==> src/sv/kcxc_pkg.sv <==
// ----------------------------------------------------------------------------
// kcxc_pkg
// Shared constants and types of the keyed chained xor packet cipher.
// ----------------------------------------------------------------------------
package kcxc_pkg;

  localparam int DataW      = 32;
  localparam int TableWords = 130;
  localparam int TabAw      = (TableWords > 1) ? $clog2(TableWords) : 1;
  localparam int StepW      = TabAw + 1;
  localparam int PosW       = $clog2(TableWords + 1);
  localparam int FifoDepth  = 4;
  localparam int FifoAw     = $clog2(FifoDepth);
  localparam int CntW       = $clog2(FifoDepth + 1);

  // one classified request on its way to the back end
  typedef struct packed {
    logic             kind;
    logic             first;
    logic             beyond;
    logic [DataW-1:0] data;
    logic [DataW-1:0] tbl;
  } item_t;

  // key generator status
  typedef struct packed {
    logic                    busy;
    logic signed [DataW-1:0] key;
  } gen_stat_t;

  // key table write port
  typedef struct packed {
    logic             en;
    logic [TabAw-1:0] addr;
    logic [DataW-1:0] data;
  } tab_wr_t;

endpackage

==> src/sv/kcxc_fifo.sv <==
// ----------------------------------------------------------------------------
// kcxc_fifo
// Short request queue between front and back ends.
// ----------------------------------------------------------------------------
module kcxc_fifo (
  input  logic                      clk_i,
  input  logic                      rst_ni,
  input  logic                      push_i,
  input  kcxc_pkg::item_t           item_i,
  input  logic                      pop_i,
  output kcxc_pkg::item_t           item_o,
  output logic                      empty_o,
  output logic [kcxc_pkg::CntW-1:0] count_o
);

  kcxc_pkg::item_t              mem_q [kcxc_pkg::FifoDepth];
  logic [kcxc_pkg::FifoAw-1:0]  wr_ptr_q, rd_ptr_q;
  logic [kcxc_pkg::CntW-1:0]    count_q;

  always_ff @(posedge clk_i or negedge rst_ni) begin
    if (!rst_ni) begin
      wr_ptr_q <= '0;
      rd_ptr_q <= '0;
      count_q  <= '0;
    end else begin
      if (push_i) begin
        wr_ptr_q <= wr_ptr_q + 1'b1;
      end
      if (pop_i) begin
        rd_ptr_q <= rd_ptr_q + 1'b1;
      end
      if (push_i && !pop_i) begin
        count_q <= count_q + 1'b1;
      end else if (pop_i && !push_i) begin
        count_q <= count_q - 1'b1;
      end
    end
  end

  always_ff @(posedge clk_i) begin
    if (push_i) begin
      mem_q[wr_ptr_q] <= item_i;
    end
  end

  assign item_o  = mem_q[rd_ptr_q];
  assign empty_o = (count_q == '0);
  assign count_o = count_q;

  a_no_overflow: assert property (@(posedge clk_i) disable iff (!rst_ni)
    push_i |-> (count_q < kcxc_pkg::CntW'(kcxc_pkg::FifoDepth)))
    else $error("queue overflow");

  a_no_underflow: assert property (@(posedge clk_i) disable iff (!rst_ni)
    pop_i |-> (count_q != '0))
    else $error("queue underflow");

endmodule

==> config.mk <==
export PLATFORM = sky130hd
export DESIGN_NAME = kcxc_fifo
export DESIGN_NICKNAME = d
export VERILOG_FILES = /design/src/sv/kcxc_pkg.sv /design/src/sv/kcxc_fifo.sv
export SDC_FILE = /design/constraint.sdc
export NUM_CORES = 1
export LEC_CHECK = 0
export BUFFER_PORTS_ARGS = -buffer_cell sky130_fd_sc_hd__buf_2
export CAP_MARGIN = 0
export CORE_MARGIN = 2
export CORE_UTILIZATION = 35
export CTS_CLUSTER_SIZE = 30
export DETAILED_ROUTE_END_ITERATION = 10
export GPL_TIMING_DRIVEN = 0
export PLACE_DENSITY = 0.61
export SYNTH_ARGS = -nofsm -noshare
export SYNTH_HDL_FRONTEND = slang
export SYNTH_SLANG_ARGS = --single-unit
export TNS_END_PERCENT = 20
==> constraint.sdc <==
create_clock -name clk_i -period 6.35 [get_ports clk_i]
set_input_delay 0.3175 -clock clk_i [delete_from_list [all_inputs] [get_ports clk_i]]
set_output_delay 0.3175 -clock clk_i [all_outputs]
set_load 0.01 [all_outputs]
# Yosys cells after proc, flatten, opt, wreduce, memory -nomap -nowiden
# Memory sizes are Yosys's and may differ from the RTL's.
# Cells that the tools add are included.
word_totals:
  inputBits: 71
  n_memories: 1
  ram_bits: 268
  output_inout_bits: 71
  register_bits: 7
op_classes:
  reduce_logical: 6
  addsub: 4
  mux: 4
mem_list:
  columns: ["memory", "words", "word_bits", "rd", "rd_ports_with_merged_regs", "write_ports", "line", "source"]
  rows:
  - ["mem_q", 4, 67, 1, 0, 1, "kcxc_fifo.sv:16", "kcxc_pkg::item_t mem_q [kcxc_pkg::FifoDepth];"]
ops:
  columns: ["cell", "n"]
  rows:
  - ["$mux W3", 2]
  - ["$add A2 B1 Y2 const B", 2]
  - ["$add A3 B1 Y3 const B", 1]
  - ["$logic_not A3 Y1", 1]
  - ["$sub A3 B1 Y3 const B", 1]
  - ["$logic_and A1 B1 Y1", 2]
  - ["$logic_not A1 Y1", 2]
  - ["$mux W1", 2]
  - ["$reduce_bool A2 Y1", 1]

# Depth between registers and ports, before layout
logic_depth:
  ltp_word: 4
  ltp_mapped: 7

# Least setup slack after synthesis
# No wires, ideal clock.
synth_timing:
  path_kind: "register -> register"
  from: "reg wr_ptr_q[0] in the netlist's numbering"
  to: "mem mem_q[2][0] in the netlist's numbering, enable pin"
  n_path_buf: 0
  t_required_ps: 5918
  arrival_ps: 2188
  slack_ps: 3730
  setup_time_ps: 432
  stages_incl_launch_ff: 4
  path_cell_list: "dfrtp_1 -> inv_1 -> ha_1 -> and2_1"
synth_rtl:
  columns: ["element", "line", "source"]
  rows:
  - ["start, declared", "kcxc_fifo.sv:17", "logic [kcxc_pkg::FifoAw-1:0] wr_ptr_q, rd_ptr_q;"]
  - ["start signal, assigned", "kcxc_fifo.sv:27", "wr_ptr_q <= wr_ptr_q + 1'b1;"]
  - ["end, declared", "kcxc_fifo.sv:16", null]
# No word-level cell before the write port.

==> metrics <==
fmax=between 300 and 400 MHz; Worst Max-Slew Pin Slew=0.806 ns; Most used DFF post-synth=edfxtp_1; register area=8220 um2; Clock Latency Late Sink=0.55 ns; asr flop ratio synth=0.0255; critical-path cell list=buf_2 > clkbuf_1 > mux4_2 > buf_2; setup TNS=0 ns; RSZ-0062 raised after global routing=no; final clock skew=0.0234 ns; EDFF count, synth=268; Mapped Area=10100 um2; maxcap violations=0; post-synth top area share=0.800; worst setup margin=approximately 3.8 ns; Worst setup EP type=output port; post-synth cell types=19; Setup Crit Path Kind=reg -> out; Tot GR Track Use=0.130; post-layout minimum cycle time=2.56 ns; CP arrival=between 2 and 2.5 ns; Synth area leader=edfxtp_1; Starting Density=0.353; GR Overflow Total=0; Crit-path slowest cell=clkbuf_1; die footprint=roughly 30000 um2; WL/cell=19.0 um; Seq/Total Area, Yosys=0.817; die width=174 um; RePlAce Congestion=approximately 0.7; antenna diode instance count=0; first-pass GRT wire length=approximately 30000 um; max-slew violations=0; worst rel slew slack=0.463; area of the multi-input gates=1710 um2; Syn Nets=461; # DRC=0; Setup Buffers After CTS=0; Clk pin slew, worst setup/hold paths=0.05 ns; Hold WC Path Type=in -> reg; Post-CTS Resized=0; status=completed; Cell Pwr Density=446 nW/um2; average via count per standard cell=4.66; Port Buffers=between 100 and 150; final wirelength=19600 um; DRT Pass-1 Iters=4; top post-synthesis cells by area=edfxtp_1 80%, mux4_2 15%, dfrtp_1 1.7%, ha_1 0.62%, buf_12 0.40%; Crit path largest cell delay=0.63 ns; Static Leak=approximately 4.5 nW; fillcell total=2436; I/O Pins=142; TritonCTS Sinks=275; Nets=706; Final period util=0.403; DRT antenna net count=0; share of cells above drive strength 1=0.413; core area=between 20000 and 30000 um2; CTS Root Cell=clkbuf_16; Crit path required time=around 6.0 ns; CTS buffer count=29; Setup WS pre-CTS=4.29 ns; synthesized area per cell=between 20 and 30 um2; #FFs+latches synth=275; startpoint types=register; Mapped Cells=roughly 380; CTS tree=done; Worst path top cell family by delay=buffers and inverters; Util after Layout=0.456; Finish-stage setup viols=0; VDD IR-drop max=0.308 mV; Max Root-Sink Buffers=3; vias=around 4800; 1st-iter DRT viols=roughly 280; chip height=roughly 170 um; Ys Warns=0; CP Buf/Inv Count=3; # rows=62; most common library cells after synthesis=268 x edfxtp_1, 67 x mux4_2, 7 x dfrtp_1; H-tree levels=1; largest net degree at the start of global routing=41; vias in the first global route=5440; Hold Buf Count CTS=69; most used cell along the critical path=buf_2; Fin. Hold Viols=0; top-count cell post-synth=edfxtp_1; Synth-to-Final Area Change=29.1%; antenna violations before repair=0; Max Fanout on Critical Path=10; detailed placement HPWL=12000 um
## worst register-to-register path: cells and delay by family, from the launching register on
family,cells,cell delay [ns]
adders and majority gates,1,0.15
buffers and inverters,2,0.44
DFF,1,0.42
and+or+nand+nor,1,0.47
## stage by stage
stage	total power [mW]	cells	hold WS (ns)	cell area, um2
floorplan	3.55	384	0.0219	10100
finish	5.80	1035	0.119	13000
global placement	4.17	909	0.155	11200
CTS	5.92	1035	0.0835	13000
detailed placement	4.23	913	0.165	11400
global route	6.11	1035	0.111	13000
## report_power, final
group	leakage [nW]	switching (mW)	internal, mW
logic	1.50	0.900	0.809
clock network	0.454	0.651	0.982
registers	2.54	0.0800	2.37
total	4.50	1.63	4.16
## path summary, 6_finish.rpt
check	startpoint	endpoint	slack, ns	depth (start not counted)
worst min-delay path	push_i	wr_ptr_q[0]$_DFFE_PN0P_	0.12	2
worst max-delay path	rd_ptr_q[1]$_DFFE_PN0P_	item_o[21]	3.79	4
worst min register to register	count_o[2]$_DFFE_PN0P_	count_o[2]$_DFFE_PN0P_	0.49	1
worst max register to register	wr_ptr_q[0]$_DFFE_PN0P_	mem_q[0][59]$_DFFE_PP_	4.53	4
max in group asynchronous	rst_ni	rd_ptr_q[0]$_DFFE_PN0P_	6.01	2
min in group asynchronous	rst_ni	count_o[2]$_DFFE_PN0P_	0.17	2
## layer usage
metal	global-route usage	share of wire	up-vias
li1	-	-	2138
met2	0.234	0.51	125
met5	0	0	-
met4	0.0304	0.017	0
met3	0.0305	0.057	29
met1	0.158	0.41	2526
## sequential cells by signal (all words and copies together) (netlist names)
signal    count
rd_ptr_q      2
wr_ptr_q      2
count_o       3
mem_q       268
## kinds of logic (layout without fill, tap and decap cells)
group           count (synthesis)  count (layout)  share of synthesized area
buf+inv                        20             287                     0.0137
simple gates                    8               8                    0.00410
compound gates                  1               1                   0.000497
mux                            68              68                      0.151
flops                         275             275                      0.817
xor+xnor                        6               6                    0.00522
fa+ha+maj                       6               6                    0.00821
## cells in the final DEF (no fill, tap or decap)
master         count
clkbuf_8           2
nor2_1             1
buf_6              1
nor3_1             1
bufinv_16          3
clkbuf_1          10
buf_2            147
clkinv_4           1
clkbuf_16         29
buf_4              4
buf_16             4
dlygate4sd3_1     69
ha_1               5
buf_12             2
edfxtp_1         268
mux2_2             1
mux4_2            67
nand2_1            2
inv_6              2
fa_1               1
xnor2_1            2
and2_4             4
clkinv_2           2
clkinv_1           7
o21ai_0            1
xor2_1             4
inv_1              4
dfrtp_1            7
## cell type report
class | instances | share of cell area
multi-input combinational | 89 | 0.132
timing repair buffer | 214 | 0.116
buffer | 16 | 0.00944
tap | 384 | 0.0370
sequential | 275 | 0.633
clock inverter | 15 | 0.0117
inverter | 4 | 0.00116
clock buffer | 38 | 0.0600
Power figures use the tool's default switching activity.
