<file path="src/sv/kcxc_ram.sv">
// ----------------------------------------------------------------------------
// kcxc_ram
// Generic single write port RAM with one registered read port.
// ----------------------------------------------------------------------------
module kcxc_ram #(
  parameter int Width = 32,
  parameter int Depth = 130,
  localparam int AddrW = (Depth > 1) ? $clog2(Depth) : 1
) (
  input  logic             clk_i,
  input  logic             we_i,
  input  logic [AddrW-1:0] waddr_i,
  input  logic [Width-1:0] wdata_i,
  input  logic [AddrW-1:0] raddr_i,
  output logic [Width-1:0] rdata_o
);

  logic [Width-1:0] mem_q [Depth];
  logic [Width-1:0] rdata_q;

  always_ff @(posedge clk_i) begin
    if (we_i) begin
      mem_q[waddr_i] <= wdata_i;
    end
    rdata_q <= mem_q[raddr_i];
  end

  assign rdata_o = rdata_q;

endmodule

</file>
<file path="config.mk">
export PLATFORM = sky130hd
export DESIGN_NAME = kcxc_ram
export DESIGN_NICKNAME = d
export VERILOG_FILES = /design/src/sv/kcxc_ram.sv
export SDC_FILE = /design/constraint.sdc
export NUM_CORES = 2
export LEC_CHECK = 0
export ABC_CLOCK_PERIOD_IN_PS = 4700
export BUFFER_PORTS_ARGS = -buffer_cell sky130_fd_sc_hd__buf_2
export CELL_PAD_IN_SITES_DETAIL_PLACEMENT = 2
export CELL_PAD_IN_SITES_GLOBAL_PLACEMENT = 2
export CORE_MARGIN = 2
export CORE_UTILIZATION = 40
export DETAILED_ROUTE_END_ITERATION = 6
export PLACE_DENSITY = 0.69
export SYNTH_ARGS = -nofsm -noshare
export SYNTH_HDL_FRONTEND = slang
export SYNTH_MEMORY_MAX_BITS = 65536
export SYNTH_SLANG_ARGS = --single-unit
</file>
<file path="constraint.sdc">
create_clock -name clk_i -period 4.7 [get_ports clk_i]
set_input_delay 0.235 -clock clk_i [delete_from_list [all_inputs] [get_ports clk_i]]
set_output_delay 0.235 -clock clk_i [all_outputs]
set_load 0.005 [all_outputs]
</file>
# [Word level (Yosys, flattened, before mapping)]
# Memory sizes are Yosys's and may differ from the RTL's. A register that Yosys moved wholly into a read port is not among the register bits.
# Index checks and enable logic that the tools add are counted.
[totals] memories=1 output_inout_bits=32 wordCells=3 ramBits=4160 reg_bits=0 in_bits=50
[mem_list] memory="mem_q" depth=130 width=32 read_ports=1 rd_clocked_by_memory_dff=1 wr=1 line_no="18" source="logic [Width-1:0] mem_q [Depth];"
[op_classes] n_mux=2
[op_table] op="$mux W1" n=2

# [Depth between registers and ports, before layout]
[logic_depth] depth_word=2 mapped_depth=12 mapped_depth_nobuf=6

# [Worst setup path after synthesis]
# OpenSTA, ideal clock, no wires.
[synth_timing] path_kind="input port to flip-flop" from="input port waddr_i[2]" to="memory mem_q[36][0], enable pin" arrival_time_ns=3.109 path_slack_ns=1.130 stages=4 path_buffers=1 required_ns=4.239 setup_time_ns=0.461 path_cell_list="clkbuf_1 -> nor2b_1 -> nand4_1 -> nor3_1"
[synth_rtl] element="start, declared" line_no="12" source="input logic [AddrW-1:0] waddr_i,"
[synth_rtl] element="end, declared" line_no="18"
# Straight into the memory's write port.

==> out/metrics.csv <==
stage,metric,value,unit
status,run status,"complete, but fails checks",
status,violated checks,"design-rule violations, max-capacitance violations",
power,leakage power total,57.6,nW
sta,time the worst path needs with I/O delays and setup,3700,ps
route,Total Routed Length,576000,microns
place,number of port buffers,81,
sta,worst path setup slack after routing,997,ps
sta,number of hold violations in the final report,0,
synthesis,compound-cell area share of the yosys netlist,0.0313,
clock_tree,post-CTS clock slew at the launch and capture registers of the worst setup and hold paths,70,ps
global_routing,met1 capacity usage during global routing,0.362,
synthesis,Netlist cell types,45,
cells_and_area,number of inserted filler cells in the final layout,35600,
place,number of placed instances with taps included,12600,
clock_tree,clock sinks,4192,
die,initial standard-cell utilization of the core,0.402,
synthesis,post-synthesis instance area,160000,sq um
global_routing,global routing's busiest layer,met2,
worst_hold_path,worst min-delay path category,input port to register,
worst_setup_path,worst-path maximum fanout,2,
synthesis,combinational family with the most area after synthesis,multiplexers,
die,Cell Rows,232,
route,post-route ant nets,0,
global_routing,met3 track demand over resource in global routing,0.0475,
global_routing,"Remaining Overflow, GRT",0,
die,area enclosed by the die boundary,406000,sq um
clock_tree,clock insertion delay at the later pin of the skew report,1020,ps
synthesis,flop and latch count out of synthesis,4192,
cells_and_area,share of final-layout standard cells stronger than drive strength 1,0.274,
die,count of boundary I/O pins,82,
synthesis,fraction of registers with async set/reset,0,
die,placeable core region,399000,sq um
cells_and_area,area growth from synthesis to final layout,14.7,%
route,vias per inst,6.30,
sta,RSZ-0062 raised after global routing,no,
clock_tree,TritonCTS clock tree,built,
power,power per unit of standard cell area,437,nW/um^2
sta,count of final setup violators,0,
route,Routed WL per cell,42.7,microns
global_routing,antenna violations before repair,62,
synthesis,mean instance size in the synthesized netlist,22.0,sq um
sta,clock tree skew after final layout,60.4,ps
synthesis,post-synthesis adder-cell area fraction,0,
synthesis,primary flip-flop cell chosen by synthesis mapping,sky130_fd_sc_hd__edfxtp_1,
clock_tree,maximum level of the CTS H-tree,5,
route,number of violations reported at the end of detailed-routing iteration 0,11900,
sta,worst-margin pin slew,1460,ps
sta,hold slack final,29.7,ps
synthesis,number of synthesized flops with an enable pin,4160,
synthesis,mux cell area share after synthesis,0.153,
power,Pwr Total,80.4,mW
global_routing,GRT Overall Usage,0.280,
die,die extent in x,637,microns
worst_setup_path,type of element launching the critical path,register,
sta,number of pins with negative max-slew slack in the final report,0,
clock_tree,TritonCTS Buffers,437,
global_routing,wire length of the first global-routing pass,788000,microns
place,sum of net half-perimeters after detailed placement,338000,microns
cells_and_area,final non-filler cell area,184000,sq um
worst_setup_path,Worst EP required,5520,ps
die,Die Y-Extent,637,microns
clock_tree,count of hold buffers inserted by post-cts repair,30,
worst_setup_path,Critical Setup Path Class,register to register,
synthesis,synth warn,0,
cells_and_area,post-layout instance count excluding filler cells,13500,
worst_setup_path,CP endpoint kind,register,
synthesis,simple logic cell fraction of the synthesized area,0.0175,
sta,relative slew slack,0.00247,
clock_tree,post-CTS setup buffer count,0,
sta,Tcrit/Tclk final,0.788,
global_routing,vias in the first global route,89900,
worst_setup_path,R2R setup slack,1000,ps
synthesis,syn_nets,7339,
route,number of detailed-route iterations in the first pass,7,
worst_setup_path,Critical Path Max Stage Delay,1170,ps
place,Setup Slack @ Placement,357,ps
place,instance area after placement,170000,sq um
place,placer's final routability congestion estimate,0.838,
flow_run,MaxCap Viol Count,1,
route,via count of the routed design,84900,
synthesis,xor/xnor share of the synthesized area,0,
power,IR Drop Worst-Case VDD,0.361,mV
global_routing,maximum number of pins on one net before global-route repair,131,
cells_and_area,number of nets at the end of the flow,7881,
synthesis,sequential cell area fraction in the yosys report,0.782,
clock_tree,post_cts resized,0,
synthesis,gate count after technology mapping,7289,
global_routing,met2 GRT Util,0.467,
route,post-route DRC violation count,4,
sta,max frequency,270,MHz
worst_setup_path,cell chain of the critical path,mux4_2 > nor2b_1 > a211oi_1 > o32ai_1 > buf_4 > a32oi_1 > o21ai_1,
worst_setup_path,data arrival at the endpoint of the critical path,4520,ps
clock_tree,buffer depth of the longest clock path,4,
worst_setup_path,CP max stage cell,sky130_fd_sc_hd__a32oi_1,
clock_tree,clk root buf,sky130_fd_sc_hd__clkbuf_16,
sequential cells by signal (all words and copies together), names as in the netlist:
signal	count
mem_q	4160
rdata_o	32
per-stage QoR:
| stage | util | setup TNS, ps |
|---|---|---|
| 2_1_floorplan | - | 0 |
| 3_3_place_gp | 0.425 | -3.79 |
| 3_5_place_dp | 0.425 | 0 |
| 4_1_cts | 0.461 | 0 |
| 5_1_grt | 0.461 | 0 |
| 6_report | 0.461 | 0 |
cell usage after synthesis (25+ instances only):
master,n,area (sq um)
sky130_fd_sc_hd__nand4_1,25,156
sky130_fd_sc_hd__clkbuf_1,194,728
sky130_fd_sc_hd__a22oi_1,25,188
sky130_fd_sc_hd__o221ai_1,53,464
sky130_fd_sc_hd__mux2i_1,370,3700
sky130_fd_sc_hd__edfxtp_1,4160,125000
sky130_fd_sc_hd__mux2_2,88,991
sky130_fd_sc_hd__a32oi_1,34,298
sky130_fd_sc_hd__a21oi_1,59,295
sky130_fd_sc_hd__dfxtp_1,32,641
sky130_fd_sc_hd__nor2b_1,68,425
sky130_fd_sc_hd__nor3_1,28,140
sky130_fd_sc_hd__o22ai_1,87,544
sky130_fd_sc_hd__o21ai_1,40,200
sky130_fd_sc_hd__o32ai_1,32,280
sky130_fd_sc_hd__and2_1,34,213
sky130_fd_sc_hd__a211oi_1,87,653
sky130_fd_sc_hd__buf_6,63,709
sky130_fd_sc_hd__a22o_1,33,289
sky130_fd_sc_hd__mux4_2,881,19800
sky130_fd_sc_hd__nand2_1,203,762
sky130_fd_sc_hd__a31oi_1,47,294
sky130_fd_sc_hd__buf_2,77,385
sky130_fd_sc_hd__buf_4,52,390
sky130_fd_sc_hd__buf_1,32,120
sky130_fd_sc_hd__nor2_1,183,687
sky130_fd_sc_hd__nand3_1,50,250
sky130_fd_sc_hd__a221o_1,43,430
sky130_fd_sc_hd__o21ai_0,93,465
cell usage in the layout (no fill, tap or decap), types with 32 or more instances in the layout:
cell type and n:
sky130_fd_sc_hd__edfxtp_1 4160, sky130_fd_sc_hd__mux4_2 881, sky130_fd_sc_hd__clkbuf_16 446, sky130_fd_sc_hd__buf_4 405, sky130_fd_sc_hd__mux2i_1 370, sky130_fd_sc_hd__nand2_1 201
sky130_fd_sc_hd__nor2_4 130, sky130_fd_sc_hd__clkinv_1 111, sky130_fd_sc_hd__o21ai_0 92, sky130_fd_sc_hd__clkinv_2 90, sky130_fd_sc_hd__mux2_2 88, sky130_fd_sc_hd__o22ai_1 87
sky130_fd_sc_hd__a211oi_1 87, sky130_fd_sc_hd__clkbuf_1 86, sky130_fd_sc_hd__nor2b_1 63, sky130_fd_sc_hd__a21oi_1 58, sky130_fd_sc_hd__o221ai_1 53, sky130_fd_sc_hd__nor2_1 53
sky130_fd_sc_hd__nand3_1 48, sky130_fd_sc_hd__a31oi_1 47, sky130_fd_sc_hd__buf_12 46, sky130_fd_sc_hd__buf_2 46, sky130_fd_sc_hd__a221o_1 43, sky130_fd_sc_hd__o21ai_1 41
sky130_fd_sc_hd__a32oi_1 34, sky130_fd_sc_hd__a22o_1 33, sky130_fd_sc_hd__and2_1 32, sky130_fd_sc_hd__dfxtp_1 32
layer usage:
layer,vias to the layer above,share of wire
li1,32000,-
met1,46900,0.37
met2,4880,0.49
met3,1084,0.083
met4,18,0.052
met5,-,0.00018
cell type report:
| class | instances | area, sq um | share of cell area |
|---|---|---|---|
| diodes | 25 | 62.6 | 0.000340 |
| clock buffers | 549 | 11700 | 0.0637 |
| clock inverters | 254 | 2080 | 0.0113 |
| inverters | 2 | 15.0 | 0.0000816 |
| multi-input cells | 2664 | 33500 | 0.182 |
| flip-flops and latches | 4192 | 126000 | 0.682 |
| well taps | 5265 | 6590 | 0.0358 |
| repair buffers | 534 | 4580 | 0.0249 |
final timing paths:
check	start	end	cells past startpoint
worst max-delay path	mem_q[83][1]$_DFFE_PP_	rdata_o[1]$_DFF_P_	7
worst min-delay path	wdata_i[29]	mem_q[29][29]$_DFFE_PP_	1
worst max register to register	mem_q[83][1]$_DFFE_PP_	rdata_o[1]$_DFF_P_	7
worst min register to register	mem_q[128][18]$_DFFE_PP_	rdata_o[18]$_DFF_P_	2
critical path, delay by kind of cell, from the launching register on:
| family | cells | cell delay (ps) |
|---|---|---|
| DFF | 1 | 350 |
| AOI/OAI and AO/OA | 4 | 2330 |
| muxes | 1 | 460 |
| and+or+nand+nor | 1 | 140 |
| buffers and inverters | 1 | 250 |
cell families (layout without fill, tap and decap cells):
logic type             after synthesis  after routing
AO/OA/AOI/OAI                      707            707
buffers and inverters              433           1339
flip-flops                        4192           4192
multiplexers                      1339           1339
other                                0             25
AND/OR/NAND/NOR                    618            618
report_power, final:
part / leakage (nW) / switching [mW] / internal, mW
clock: 6.79 / 15.5 / 19.2
combinational: 13.1 / 3.02 / 1.32
sequential: 37.7 / 0.125 / 41.2
total: 57.6 / 18.6 / 61.8
(Power assumes the default switching activity.)
