--- config.mk ---
export PLATFORM = sky130hd
export DESIGN_NAME = kcxc_back_flat
export DESIGN_NICKNAME = d
export VERILOG_FILES = /design/src/sv/kcxc_pkg.sv /design/src/sv/kcxc_if.sv /design/src/sv/kcxc_back.sv /design/src/flat_wrapper.sv
export SDC_FILE = /design/constraint.sdc
export NUM_CORES = 1
export LEC_CHECK = 0
export BUFFER_PORTS_ARGS = -buffer_cell sky130_fd_sc_hd__buf_2
export CORE_MARGIN = 1
export CORE_UTILIZATION = 30
export CTS_CLUSTER_DIAMETER = 120
export CTS_CLUSTER_SIZE = 14
export DETAILED_ROUTE_END_ITERATION = 12
export SETUP_SLACK_MARGIN = 0.15
export SKIP_CTS_REPAIR_TIMING = 1
export SYNTH_ARGS = -nofsm -noshare
export SYNTH_HDL_FRONTEND = slang
export SYNTH_SLANG_ARGS = --single-unit
--- constraint.sdc ---
create_clock -name clk_i -period 10.15 [get_ports clk_i]
set_input_delay 3.045 -clock clk_i [delete_from_list [all_inputs] [get_ports clk_i]]
set_output_delay 3.045 -clock clk_i [all_outputs]
set_load 0.1 [all_outputs]
--- src/sv/kcxc_pkg.sv ---
// ----------------------------------------------------------------------------
// kcxc_pkg
// Shared constants and types of the keyed chained xor packet cipher.
// ----------------------------------------------------------------------------
package kcxc_pkg;

  localparam int DataW      = 32;
  localparam int TableWords = 130;
  localparam int TabAw      = (TableWords > 1) ? $clog2(TableWords) : 1;
  localparam int StepW      = TabAw + 1;
  localparam int PosW       = $clog2(TableWords + 1);
  localparam int FifoDepth  = 4;
  localparam int FifoAw     = $clog2(FifoDepth);
  localparam int CntW       = $clog2(FifoDepth + 1);

  // one classified request on its way to the back end
  typedef struct packed {
    logic             kind;
    logic             first;
    logic             beyond;
    logic [DataW-1:0] data;
    logic [DataW-1:0] tbl;
  } item_t;

  // key generator status
  typedef struct packed {
    logic                    busy;
    logic signed [DataW-1:0] key;
  } gen_stat_t;

  // key table write port
  typedef struct packed {
    logic             en;
    logic [TabAw-1:0] addr;
    logic [DataW-1:0] data;
  } tab_wr_t;

endpackage

--- src/sv/kcxc_if.sv ---


interface kcxc_out_if;
  logic                      valid;
  logic                      ready;
  logic [kcxc_pkg::DataW-1:0] result_word;
  logic                      beyond_table;

  modport source (output valid, output result_word, output beyond_table, input ready);
  modport sink   (input valid, input result_word, input beyond_table, output ready);
endinterface


--- src/sv/kcxc_back.sv ---
// ----------------------------------------------------------------------------
// kcxc_back
// Applies table and chaining xor, or passes words past the table or under a
// zero key through; updates the chain word and holds the result register.
// ----------------------------------------------------------------------------
module kcxc_back (
  input  logic                clk_i,
  input  logic                rst_ni,
  input  kcxc_pkg::gen_stat_t gen_i,
  input  kcxc_pkg::item_t     item_i,
  input  logic                empty_i,
  output logic                pop_o,
  kcxc_out_if.source          out_chan
);

  logic [kcxc_pkg::DataW-1:0] chain_q, chain_d, chain_cur, res;
  logic                       out_valid_q;
  logic [kcxc_pkg::DataW-1:0] result_q;
  logic                       beyond_q;

  assign pop_o = !empty_i && (!out_valid_q || out_chan.ready);

  always_comb begin
    chain_cur = item_i.first ? gen_i.key : chain_q;
    res       = item_i.data;
    chain_d   = chain_cur;
    if (!item_i.beyond && gen_i.key != '0) begin
      res     = item_i.data ^ item_i.tbl ^ chain_cur;
      chain_d = item_i.kind ? item_i.data : res;
    end
  end

  always_ff @(posedge clk_i or negedge rst_ni) begin
    if (!rst_ni) begin
      chain_q     <= '0;
      out_valid_q <= 1'b0;
    end else begin
      if (pop_o) begin
        chain_q     <= chain_d;
        out_valid_q <= 1'b1;
      end else if (out_chan.ready) begin
        out_valid_q <= 1'b0;
      end
    end
  end

  always_ff @(posedge clk_i) begin
    if (pop_o) begin
      result_q <= res;
      beyond_q <= item_i.beyond;
    end
  end

  assign out_chan.valid        = out_valid_q;
  assign out_chan.result_word  = result_q;
  assign out_chan.beyond_table = beyond_q;

endmodule

--- src/flat_wrapper.sv ---
// flat-port wrapper written by rule: the top's interface ports become plain ports
module kcxc_back_flat 
  (clk_i, rst_ni, gen_i, item_i, empty_i, pop_o, out_chan_valid, out_chan_result_word, out_chan_beyond_table, out_chan_ready);
  kcxc_out_if out_chan_i ();
  input  logic clk_i;
  input  logic rst_ni;
  input  kcxc_pkg::gen_stat_t gen_i;
  input  kcxc_pkg::item_t item_i;
  input  logic empty_i;
  output logic pop_o;
  output wire logic [$bits(out_chan_i.valid)-1:0] out_chan_valid;
  output wire logic [$bits(out_chan_i.result_word)-1:0] out_chan_result_word;
  output wire logic [$bits(out_chan_i.beyond_table)-1:0] out_chan_beyond_table;
  input wire logic [$bits(out_chan_i.ready)-1:0] out_chan_ready;
  assign out_chan_valid = out_chan_i.valid;
  assign out_chan_result_word = out_chan_i.result_word;
  assign out_chan_beyond_table = out_chan_i.beyond_table;
  assign out_chan_i.ready = out_chan_ready;
  kcxc_back u_core (.clk_i(clk_i), .rst_ni(rst_ni), .gen_i(gen_i), .item_i(item_i), .empty_i(empty_i), .pop_o(pop_o), .out_chan(out_chan_i));
endmodule
# Word level (Yosys, flattened, before mapping)
# Cells that the tools add are included.
# word_totals
reg_bits	66
wordCells	20
input_bits	104
out_inout_bits	35
# op_classes
muxes	6
n_reduce_logical	8
bitwise_logic	2
# ops
operator	count
32-bit 2-to-1 mux	4
32-bit bitwise XOR	2
32-bit nonzero test	1
1-bit zero test	3
1-bit logical AND	2
1-bit 2-to-1 mux	2
2-bit nonzero test	1
1-bit logical OR	1

# Longest topological paths before layout
# depth
word_depth	4
mapped_depth	7
depth_no_buf	5

# Worst setup path before layout
# No wires, ideal clock.
# synth_path
path_kind	input -> output
from	input port out_chan_ready
to	output port pop_o
path_buffers	1
path_stages	3
required_ps	7105
arrival_ps	5381
path_slack_ps	1724
cell_sequence	inv_1 -> a21oi_1 -> clkbuf_1
# synth_via
elab_chain_len	2
# synth_lines
item	line	text
start, declared	flat_wrapper.sv:14	input wire logic [$bits(out_chan_i.ready)-1:0] out_chan_ready;
1-bit logical OR	kcxc_back.sv:21	assign pop_o = !empty_i && (!out_valid_q || out_chan.ready);
1-bit logical AND	kcxc_back.sv:21	
end, declared	flat_wrapper.sv:10	output logic pop_o;
# Every way passes these cells.

# Worst setup path in the final report
# Ends and elaborated chain as after synthesis.

==> flow_summary_export.csv <==
group,metric,value,unit
clock_tree,path_clk_slew,0.06,ns
layout,area_growth,26.0,%
synthesis,syn-num-nets,470,
timing,finalSetupTns,0,ns
worst_setup_path,cpMaxStageDelayCell,"buf_2",
placement,hpwl,7340,µm
synthesis,synthSimpleGateAreaFrac,16.1,%
timing,clock_skew,0.00399,ns
synthesis,yosys.area.top_type,"edfxtp_1",
synthesis,synth_most_common_cell,"xnor2_1",
layout,nNetsFinal,597,
clock_tree,h-tree-depth,3,
layout,num_antenna_cells,0,
routing,drtIter0Drc,165,
layout,regArea,1820,µm²
synthesis,yosysWarningCount,0,
synthesis,synthMuxAreaShare,7.61,%
worst_setup_path,end_kind,"output port",
power_and_ir_drop,ir_worst_vdd,0.0000762,V
floorplan,die-area,14500,µm²
timing,slew-limit-headroom,40.8,%
global_route,grt_pass1_wl,17200,µm
worst_setup_path,crit_buf_inv,3,
floorplan,die_w,120,µm
synthesis,synth_commonest_cells,"96 x xnor2_1, 33 x dfrtp_1, 33 x edfxtp_1, 33 x nand2_1",
worst_setup_path,setup.worst_path.start,"out_chan_ready",
routing,via_count,3337,
global_route,global_route.overflow_total,0,
worst_setup_path,crit_chain,"buf_2 -> inv_1 -> a21oi_4 -> buf_2",
worst_setup_path,cp_data_arrival_time,3.74,ns
min_path,min_path_type,"reg -> reg",
global_route,grt_usage,15.3,%
floorplan,start_util,31.3,%
placement,placed_area,5020,µm²
power_and_ir_drop,combPwrFrac,32.5,%
min_path,hp-start,"u_core.chain_q[15]",
clock_tree,clock_latency,0.33,ns
synthesis,synthArstFlopShare,50.0,%
job,drv_cap,0,
timing,setup_viol,0,
synthesis,synth_adder_area_share,0,%
timing,finalCriticalPeriod,6.78,ns
floorplan,die_height,120,µm
timing,maxSlewViolCount,0,
worst_setup_path,start_kind,"input pin",
clock_tree,cts_tree,"done",
timing,rsz0062_at_grt,"false",
floorplan,core_area,13500,µm²
synthesis,synth_top_area_share,23.5,%
worst_setup_path,crit_type,"in -> out",
worst_setup_path,critPathTopFamily,"buffers and inverters",
global_route,antenna_found_initial,0,
synthesis,synth-main-ff-cell,"edfxtp_1",
floorplan,io_pins,139,
worst_setup_path,r2r-start,"u_core.out_chan.valid",
floorplan,num_rows,42,
synthesis,synth_compound_area_share,9.54,%
power_and_ir_drop,p_clk_share,31.5,%
clock_tree,clock_sinks,66,
synthesis,ys_ff_latch,66,
synthesis,seq_area_frac_synth,43.2,%
layout,drive_above_1_share,31.7,%
worst_setup_path,crit_required,7.11,ns
synthesis,synthCells,366,
power_and_ir_drop,powerDensity,182,nW/µm²
power_and_ir_drop,p_sw_share,34.4,%
routing,drt_wl_total,10900,µm
power_and_ir_drop,cellInternalPower,634,µW
placement,place_inst,658,
outcome,run_status,"finished, final reports clean",
global_route,grt_pass1_vias,3429,
synthesis,synth_cell_types,22,
routing,drc,0,
routing,avgViaCountPerCell,4.95,
timing,tightest_slew,0.888,ns
clock_tree,cts_buffers,9,
global_route,grt_max_degree,68,
routing,firstDrtPassIters,5,
layout,multi_input_area,2260,µm²
synthesis,synth_xor_xnor_area_share,20.0,%
routing,wl_per_cell,16.2,µm
synthesis,synth_edf_count,33,
timing,fin_crit_sh,66.8,%
worst_setup_path,max_stage_delay,0.43,ns
layout,utilization,39.4,%
synthesis,synth.top_cells.by_area,"edfxtp_1 24%, xnor2_1 20%, dfrtp_1 20%",
worst_setup_path,cp_common_cell,"buf_2",
worst_setup_path,crit_path_max_fanout,2,
clock_tree,root_buffer,"clkbuf_16",
power_and_ir_drop,power_frac_seq,36.0,%
clock_tree,clk_path_buf_depth,2,
timing,fmax,0.147,GHz
placement,place.gp.congestion,0.724,
layout,final_area,5300,µm²
layout,fillers,1368,
synthesis,avgSynthCellArea,11.5,µm²
synthesis,synth_top_family_by_area,"XOR/XNOR gates",
synthesis,synth_area,4210,µm²
power_and_ir_drop,fin_total_pwr,968,µW
power_and_ir_drop,net-switching-power,333,µW
power_and_ir_drop,p_leak,0.00208,µW
timing,final_hold_viol_count,0,
layout,final_cell_count_no_fill,674,
routing,detail-route-antenna-nets,0,
placement,numPortBuffers,137,
[logic make-up (layout without fill, tap and decap cells)]
family	Yosys count	count (layout)
and+or+nand+nor	108	108
xor gates and xnor gates	96	96
muxes	32	32
AOI/OAI and AO/OA	37	37
buffers and inverters	27	159
DFF	66	66
[registers in the layout, indices dropped and copies added (netlist names)]
signal / flops
u_core.chain_q: 32
u_core.out_chan.result_word: 32
u_core.out_chan.beyond_table: 1
u_core.out_chan.valid: 1
[per-layer routing]
metal / GRT usage (%) / wire [µm] / part of all wire [%]
met1: 19.8 / 5150 / 47
met2: 25.0 / 5090 / 47
met3: 3.82 / 557 / 5.1
met4: 4.86 / 108 / 0.99
met5: 0 / 0 / 0
[cell type report]
cell class                      instances  area share [%]
Tap cell                              176            4.15
Sequential cell                        66            34.3
Inverter                                2           0.142
Clock buffer                           13            4.53
Multi-Input combinational cell        273            42.6
Timing Repair Buffer                  141            13.5
Clock inverter                          3           0.755
[path summary, 6_finish.rpt]
path / endpoint / slack (ns) / cells past startpoint
setup / recovery: pop_o / 3.37 / 4
hold / removal: u_core.chain_q[15] / 0.56 / 1
setup reg to reg: u_core.chain_q[12] / 7.36 / 5
hold reg to reg: u_core.chain_q[15] / 0.56 / 1
max in group asynchronous: u_core.chain_q[11] / 6.83 / 1
min in group asynchronous: u_core.out_chan.valid / 2.81 / 1
[placed cells by master, fill, tap and decap left out]
cell type	synthesis	final
o21a_4	1	1
edfxtp_1	33	33
o221a_1	30	30
o21ai_0	1	1
nand4b_1	32	32
a21oi_4	0	2
nand2b_1	32	32
o221a_2	2	2
dfrtp_1	33	33
bufinv_16	0	1
nand3b_1	1	1
mux2i_1	32	32
buf_2	10	136
clkbuf_16	0	9
buf_4	2	5
and4_1	2	2
a21o_1	1	1
nand2_1	33	33
clkbuf_1	9	4
inv_1	2	2
clkinv_2	0	2
nor4_1	8	8
xnor2_1	96	96
[power by group through the flow]
stage | sequential (µW) | combinational (µW) | clock, µW
global placement | 351 | 309 | 0
finish | 348 | 315 | 305
global route | 352 | 335 | 326
detailed placement | 351 | 316 | 0
CTS | 348 | 317 | 315
floorplan | 443 | 156 | 0
[through the flow]
step                      setup slack (ns)  hold WS [ns]
after detailed placement              3.37         0.539
after floorplan                       1.72         0.514
after CTS                             3.36         0.556
after global routing                  3.34         0.576
final                                 3.37         0.559
after global placement                3.37         0.535
(Power assumes the default switching activity.)
