==> src/sv/kcxc_pkg.sv <==
// ----------------------------------------------------------------------------
// kcxc_pkg
// Shared constants and types of the keyed chained xor packet cipher.
// ----------------------------------------------------------------------------
package kcxc_pkg;

  localparam int DataW      = 32;
  localparam int TableWords = 130;
  localparam int TabAw      = (TableWords > 1) ? $clog2(TableWords) : 1;
  localparam int StepW      = TabAw + 1;
  localparam int PosW       = $clog2(TableWords + 1);
  localparam int FifoDepth  = 4;
  localparam int FifoAw     = $clog2(FifoDepth);
  localparam int CntW       = $clog2(FifoDepth + 1);

  // one classified request on its way to the back end
  typedef struct packed {
    logic             kind;
    logic             first;
    logic             beyond;
    logic [DataW-1:0] data;
    logic [DataW-1:0] tbl;
  } item_t;

  // key generator status
  typedef struct packed {
    logic                    busy;
    logic signed [DataW-1:0] key;
  } gen_stat_t;

  // key table write port
  typedef struct packed {
    logic             en;
    logic [TabAw-1:0] addr;
    logic [DataW-1:0] data;
  } tab_wr_t;

endpackage

==> src/sv/kcxc_if.sv <==


interface kcxc_cfg_if;
  logic                             valid;
  logic                             ready;
  logic signed [kcxc_pkg::DataW-1:0] session_key;

  modport source (output valid, output session_key, input ready);
  modport sink   (input valid, input session_key, output ready);
endinterface

==> src/sv/kcxc_keygen.sv <==
// ----------------------------------------------------------------------------
// kcxc_keygen
// Session key register and key table generator; each generator step walks
// the states GenMulHi, GenQuot, GenQMul, GenRem, GenRMul and GenNext in turn.
// ----------------------------------------------------------------------------
module kcxc_keygen (
  input  logic                clk_i,
  input  logic                rst_ni,
  kcxc_cfg_if.sink            cfg_chan,
  output kcxc_pkg::gen_stat_t gen_o,
  output kcxc_pkg::tab_wr_t   wr_o
);

  localparam int QW = 18;
  localparam logic signed [31:0] GenMagic = 32'sh834E0B5F;
  localparam logic signed [17:0] GenDiv   = 18'sd127773;
  localparam logic signed [12:0] GenSub   = 13'sd2836;
  localparam logic signed [15:0] GenMul   = 16'sd16807;
  localparam logic signed [31:0] GenAdd   = 32'sd123;
  localparam logic [31:0]        GenWrap  = 32'h7FFFFFFF;
  localparam logic [kcxc_pkg::StepW-1:0] LastStep =
    kcxc_pkg::StepW'(2 * kcxc_pkg::TableWords - 1);

  typedef enum logic [2:0] {
    GenIdle, GenMulHi, GenQuot, GenQMul, GenRem, GenRMul, GenNext
  } gen_state_e;

  gen_state_e                   state_q;
  logic [kcxc_pkg::StepW-1:0]   step_q;
  logic signed [31:0]           key_q;

  logic signed [31:0]           k_q, hi_q, qm_q, qt_q, rp_q;
  logic signed [QW-1:0]         q_q, t_q, rem_q;
  logic [15:0]                  half_q;

  logic                         cfg_acc;
  logic signed [63:0]           prod;
  logic signed [31:0]           sum, qs, qv, tv, qm_d, qt_d, rem_full, rp_d;
  logic [31:0]                  kn;

  assign cfg_chan.ready = (state_q == GenIdle);
  assign cfg_acc        = cfg_chan.valid & cfg_chan.ready;

  // qv is the truncated quotient, tv the scaled term with its own rounding
  always_comb begin
    prod     = k_q * GenMagic;
    sum      = hi_q + k_q;
    qs       = sum >>> 16;
    qv       = qs + 32'(qs[31]);
    tv       = qs - 32'(qs[31]);
    qm_d     = q_q * GenDiv;
    qt_d     = t_q * GenSub;
    rem_full = k_q - qm_q;
    rp_d     = rem_q * GenMul;
    kn       = rp_q - qt_q + GenAdd;
    if (kn == '0 || kn[31]) begin
      kn = kn + GenWrap;
    end
  end

  always_ff @(posedge clk_i or negedge rst_ni) begin
    if (!rst_ni) begin
      state_q <= GenIdle;
      step_q  <= '0;
      key_q   <= '0;
    end else begin
      case (state_q)
        GenIdle: begin
          if (cfg_acc) begin
            key_q <= cfg_chan.session_key;
            if (cfg_chan.session_key != '0) begin
              step_q  <= '0;
              state_q <= GenMulHi;
            end
          end
        end
        GenMulHi: state_q <= GenQuot;
        GenQuot:  state_q <= GenQMul;
        GenQMul:  state_q <= GenRem;
        GenRem:   state_q <= GenRMul;
        GenRMul:  state_q <= GenNext;
        GenNext: begin
          step_q  <= step_q + 1'b1;
          state_q <= (step_q == LastStep) ? GenIdle : GenMulHi;
        end
        default: state_q <= GenIdle;
      endcase
    end
  end

  always_ff @(posedge clk_i) begin
    case (state_q)
      GenIdle: begin
        if (cfg_acc) begin
          k_q <= cfg_chan.session_key;
        end
      end
      GenMulHi: hi_q <= prod[63:32];
      GenQuot: begin
        q_q <= qv[QW-1:0];
        t_q <= tv[QW-1:0];
      end
      GenQMul: begin
        qm_q <= qm_d;
        qt_q <= qt_d;
      end
      GenRem:   rem_q <= rem_full[QW-1:0];
      GenRMul:  rp_q <= rp_d;
      GenNext: begin
        k_q <= kn;
        if (!step_q[0]) begin
          half_q <= kn[15:0];
        end
      end
      default: ;
    endcase
  end

  assign gen_o.busy = (state_q != GenIdle);
  assign gen_o.key  = key_q;

  assign wr_o.en   = (state_q == GenNext) && step_q[0];
  assign wr_o.addr = step_q[kcxc_pkg::StepW-1:1];
  assign wr_o.data = {kn[15:0], half_q};

  a_gen_start: assert property (@(posedge clk_i) disable iff (!rst_ni)
    $rose(gen_o.busy) |-> $past(cfg_chan.valid && cfg_chan.ready))
    else $error("generator started without a key write");

  a_step_range: assert property (@(posedge clk_i) disable iff (!rst_ni)
    (state_q != GenIdle) |-> (step_q <= LastStep))
    else $error("generator step beyond table");

endmodule

==> src/flat_wrapper.sv <==
// flat-port wrapper written by rule: the top's interface ports become plain ports
module kcxc_keygen_flat 
  (clk_i, rst_ni, gen_o, wr_o, cfg_chan_valid, cfg_chan_session_key, cfg_chan_ready);
  kcxc_cfg_if cfg_chan_i ();
  input  logic clk_i;
  input  logic rst_ni;
  output kcxc_pkg::gen_stat_t gen_o;
  output kcxc_pkg::tab_wr_t wr_o;
  input wire logic [$bits(cfg_chan_i.valid)-1:0] cfg_chan_valid;
  input wire logic [$bits(cfg_chan_i.session_key)-1:0] cfg_chan_session_key;
  output wire logic [$bits(cfg_chan_i.ready)-1:0] cfg_chan_ready;
  assign cfg_chan_i.valid = cfg_chan_valid;
  assign cfg_chan_i.session_key = cfg_chan_session_key;
  assign cfg_chan_ready = cfg_chan_i.ready;
  kcxc_keygen u_core (.clk_i(clk_i), .rst_ni(rst_ni), .cfg_chan(cfg_chan_i), .gen_o(gen_o), .wr_o(wr_o));
endmodule
==> config.mk <==
export PLATFORM = sky130hd
export DESIGN_NAME = kcxc_keygen_flat
export DESIGN_NICKNAME = d
export VERILOG_FILES = /design/src/sv/kcxc_pkg.sv /design/src/sv/kcxc_if.sv /design/src/sv/kcxc_keygen.sv /design/src/flat_wrapper.sv
export SDC_FILE = /design/constraint.sdc
export NUM_CORES = 2
export LEC_CHECK = 0
export BUFFER_PORTS_ARGS = -buffer_cell sky130_fd_sc_hd__buf_2
export CAP_MARGIN = 10
export CORE_MARGIN = 2
export CORE_UTILIZATION = 35
export CTS_CLUSTER_DIAMETER = 150
export DETAILED_ROUTE_END_ITERATION = 16
export PLACE_DENSITY = 0.49
export SLEW_MARGIN = 10
export SYNTH_ARGS = -nofsm -noshare
export SYNTH_HDL_FRONTEND = slang
export SYNTH_SLANG_ARGS = --single-unit
==> constraint.sdc <==
create_clock -name clk_i -period 22.5 [get_ports clk_i]
set_input_delay 1.125 -clock clk_i [delete_from_list [all_inputs] [get_ports clk_i]]
set_output_delay 1.125 -clock clk_i [all_outputs]
set_load 0.05 [all_outputs]
Yosys cells after proc, flatten, opt, wreduce, memory -nomap -nowiden
Index checks and enable logic that the tools add are counted.
Cells by class
  bitwise gates (word level): 2
  multipliers: 4
  eq/ne operators: 9
  $add $sub $neg: 8
  muxes and demuxes: 10
  reduce and logical (&&, ||, !) cells: 12
Operator list (number)
  $mul 32x32->64 const B: 1
  $mux 32: 2
  $pmux 32 s2: 1
  $add 32x31->32 const B: 1
  $add 32x32->32: 1
  $add 32x8->32 const B: 1
  $logic_not 32->1: 1
  $mul 18x16->32 const B: 1
  $reduce_bool 32->1: 1
  $sub 32x32->32: 1
  $mul 17x11->28 const B: 1
  $pmux 3 s7: 1
  $mul 17x18->18 const B: 1
  $mux 9: 2
  $pmux 9 s2: 1
  $sub 18x18->18: 1
  $add 16x2->17: 1
  $sub 16x2->17: 1
  $add 9x1->9 const B: 1
  $eq 3x3->1 const B: 3
  $eq 9x9->1 const B: 1
  $reduce_and 2->1: 4
  $eq 3x2->1 const B: 2
  $mux 3: 2
  11 further kinds: 12
Word-level totals
  output and inout bits: 75
  register bits: 256
  input bits: 35
  logic and storage cells: 57

Logic depth before layout (Yosys ltp)
  depth in word-level cells: 6
  mapped depth: 30
  gate-level depth less buffers: 29

Worst setup path after synthesis
OpenSTA, ideal clock, no wires.
  path type: register -> register
  from: reg u_core.k_q[31]
  to: reg u_core.hi_q[23], data pin
  arrival time: 8.028 ns
  clock period less this slack: 8.297 ns
  cell stages (with the launch flop): 30
  required time: 22.231 ns
  library setup time: 0.269 ns
  buffers on the path: 3
  path slack: 14.203 ns
  cell sequence: edfxtp_1 -> clkbuf_1 -> clkbuf_1 -> clkbuf_1 -> xnor2_1 -> ha_1 -> fa_1 -> inv_1 -> fa_1 -> inv_1 -> fa_1 -> fa_1 -> inv_1 -> fa_1 -> fa_1 -> inv_1 -> ha_1 -> a21oi_1 -> nor2b_1 -> o21ai_0 -> nand2b_1 -> a21oi_1 -> nand4_1 -> a31oi_1 -> nand2b_1 -> a21oi_1 -> o21bai_1 -> a21oi_1 -> o31ai_1 -> xor2_1
On the way
  word-level cells in the longest chain between the ends: 1
RTL lines
  start: declaration: line kcxc_keygen.sv:32  | logic signed [31:0] k_q, hi_q, qm_q, qt_q, rp_q;
  start signal: assignment: line kcxc_keygen.sv:95  | k_q <= cfg_chan.session_key;
  start signal: assignment: line kcxc_keygen.sv:110  | k_q <= kn;
  $mul 32x32->64: line kcxc_keygen.sv:46  | prod = k_q * GenMagic;
  net u_core.prod[55]: line kcxc_keygen.sv:37  | logic signed [63:0] prod;
  end signal: assignment: line kcxc_keygen.sv:98  | GenMulHi: hi_q <= prod[63:32];
  end: declaration: line kcxc_keygen.sv:32
The timed path passes the listed nets, and every way through them passes these cells.
A chain may end at the register's enable or synchronous reset.

Worst setup path in the final report
  from: reg u_core.k_q[10]
  to: reg u_core.hi_q[23], data pin
The elaborated chain is that of the path after synthesis.

==> impl_metrics.ini <==
[drt]
ant_nets = 0
dr.pass1.iters = 5
drc = 0
drtIter0Drc = 1550
vias = 27303
wl_per_cell_um = 20.15
wirelength_um = 117200
via_per_inst = 4.694

[clock_tree]
holdBufCountCts = 0
worst_skew_pair.late_latency_ns = 0.60
cts_tree = done
clock_sinks = 252
htreeDepth = 2
clk_pin_slew_ns = 0.06
cts.path.max_buffers = 3
cts_resized = 0
cts_buffers = 36
cts_root_buffer = clkbuf_16
postCtsSetupBuffers = 0

[grt]
grt_pass1_wl_um = 180300
grt_start_max_net_pins = 64
grt_usage_pct = 19.77
grt_overflow = 0
antenna_found_initial = 3
grt_pass1_vias = 28818

[placement]
io_buffer_count = 109
place_congestion = 0.9320
dp_hpwl_um = 101500
place_ws_ns = 13.79
place_inst = 5748
placed_area_um2 = 44540

[sta]
tightest_slew_ns = 1.100
fin_tns_setup_ns = 0
report.final.slew_viol_count = 0
grt_setup_unrepaired = no
fin_ws_ns = 13.85
slew-limit-headroom_pct = 26.66
fin_skew_ns = 0.02030
setup_viol = 0
fin_crit_sh_pct = 38.46
clock.fmax_ghz = 0.1156
hold_viol = 0
period_minus_slack_ns = 8.652

[finish]
final_area_um2 = 45740
final_cell_mix = 1082 x inv_1, 804 x ha_1, 598 x fa_1
nets = 5611
final_common_cell = inv_1
fill_cells = 12001
stdcell_count = 5816
area_growth_syn_to_layout_pct = 8.884
layout-drive-gt1-share_pct = 6.549

[synth]
synth-compound-area-share_pct = 7.061
yosys-top-cells-area = fa_1 28%, ha_1 24%, edfxtp_1 15%
muxShareOfSynthArea_pct = 1.325
synth_nets = 5486
synthXorXnorAreaFrac_pct = 5.459
syn_area_um2 = 42010
synthFlopType = edfxtp_1
syn_inst = 4049
ys_types = 85
synthAdderAreaFrac_pct = 52.44
synth-async-reset-ratio_pct = 17.46
synth_top_cell_by_area = fa_1
synth_simple_gate_area_share_pct = 6.132
synth_top_area_share_pct = 28.50
synth_warnings = 0
synth_top_family_by_area = adder cells
synth-edff-count = 208
avgSynthCellArea_um2 = 10.38
synth_seq_cells = 252
ys_seq_area_share_pct = 17.49

[run_status]
outcome = finished, final reports clean

[critical_path]
r2r_cells = 24
cp_max_fo = 11
cp_data_arrival_time_ns = 8.99
endpoint = u_core.hi_q[23]
crit_required_ns = 22.83
cp-startpoint = u_core.k_q[10]
reg2reg_setup_slack_ns = 13.85
r2r-end = u_core.hi_q[23]
critical_path.endpoint_type = register
critPathLaunchType = register
r2r-start = u_core.k_q[10]
criticalPathCategory = register to register

[floorplanning]
io_pins = 110
die-area_um2 = 122800
placementRows = 127
coreArea_um2 = 119500
fp.dieH_um = 350.5
die_w_um = 350.5
initial_core_util_pct = 35.16

[hold_path]
min_path_type = register to register
holdPathStages = 1

[run]
max_cap_violations = 0
[critical path, cell delays in order (launching register included)]
cell	delay, ns
edfxtp_1	0.77
fa_1	0.57
fa_1	0.50
fa_1	0.51
fa_1	0.55
ha_1	0.22
ha_1	0.29
fa_1	0.48
inv_1	0.05
fa_1	0.48
inv_1	0.04
ha_1	0.28
a21o_1	0.15
a2111oi_0	0.52
o31ai_1	0.14
o21ai_0	0.83
a211o_1	0.26
nand4_1	0.23
a31oi_1	0.40
nand2b_1	0.14
a21oi_1	0.27
o21bai_1	0.15
a21oi_1	0.29
o31ai_1	0.12
xor2_1	0.14
[per-stage QoR]
stage	hold slack (ns)	util (%)
floorplan	0.5207	-
CTS	0.5025	38.27
global placement	0.4827	37.27
global route	0.5137	38.27
detailed placement	0.4901	37.27
finish	0.4994	38.28
[logic make-up (layout without fill, tap and decap cells)]
logic type                 count (synthesis)  after routing
xor gates and xnor gates                 261            261
buffers and inverters                   1120           1270
AOI/OAI and AO/OA                        457            457
adders and majority gates               1402           1402
muxes                                     50             50
DFF                                      252            252
other                                      0              5
and+or+nand+nor                          507            507
[final cells by class]
cell class	instances	area, um^2	area share [%]
multi-input cells	2677	30450	66.56
flip-flops and latches	252	7347	16.06
inverters	1082	4061	8.879
well taps	1612	2017	4.409
clock buffers	49	1055	2.306
repair buffers	125	665.6	1.455
clock inverters	14	136.4	0.2981
diodes	5	12.51	0.02735
[Yosys cell counts (all sizes together) (5+ instances only)]
library cell	instances
a2111oi	5
a211o	6
a211oi	10
a21boi	11
a21o	61
a21oi	131
a221oi	7
a31o	8
a31oi	14
and2	18
and3	19
and4	5
buf	12
clkbuf	26
dfrtp	44
edfxtp	208
fa	598
ha	804
inv	1082
mux2	45
mux2i	5
nand2	132
nand2b	25
nand3	43
nand4	13
nand4b	5
nor2	125
nor2b	14
nor3	41
nor3b	10
nor4	18
o211ai	13
o21a	16
o21ai	102
o21bai	28
o31ai	5
or2	12
or3	9
xnor2	179
xor2	82
[registers in the layout, summed over array words and instances, names as in the netlist]
| name | cells |
|---|---|
| u_core.rem_q | 18 |
| u_core.half_q | 16 |
| u_core.k_q | 32 |
| u_core.key_q | 32 |
| u_core.hi_q | 32 |
| u_core.qm_q | 17 |
| u_core.state_q | 3 |
| u_core.step_q | 9 |
| u_core.qt_q | 28 |
| u_core.q_q | 17 |
| u_core.t_q | 16 |
| u_core.rp_q | 32 |
[layer usage]
layer  track usage, %  vias to the layer above  wire, um
met1            28.91                    13407     56480
met3            2.190                      111      5872
met2            30.87                      512     51590
met4            5.413                        0      3250
met5                0                        -         0
li1                 -                    13273         -
[worst min-delay path by stage]
stage                     start          endpoint  slack, ns
2_1_floorplan     u_core.t_q[1]    u_core.qt_q[3]       0.52
3_3_place_gp   u_core.key_q[14]  u_core.key_q[14]       0.48
3_5_place_dp   u_core.key_q[31]  u_core.key_q[31]       0.49
4_1_cts        u_core.key_q[31]  u_core.key_q[31]       0.50
5_1_grt        u_core.key_q[28]  u_core.key_q[28]       0.51
6_report       u_core.key_q[20]  u_core.key_q[20]       0.50
Power is not shown: default switching activity piles up to over one toggle a cycle in this logic, so the estimate is an artifact.
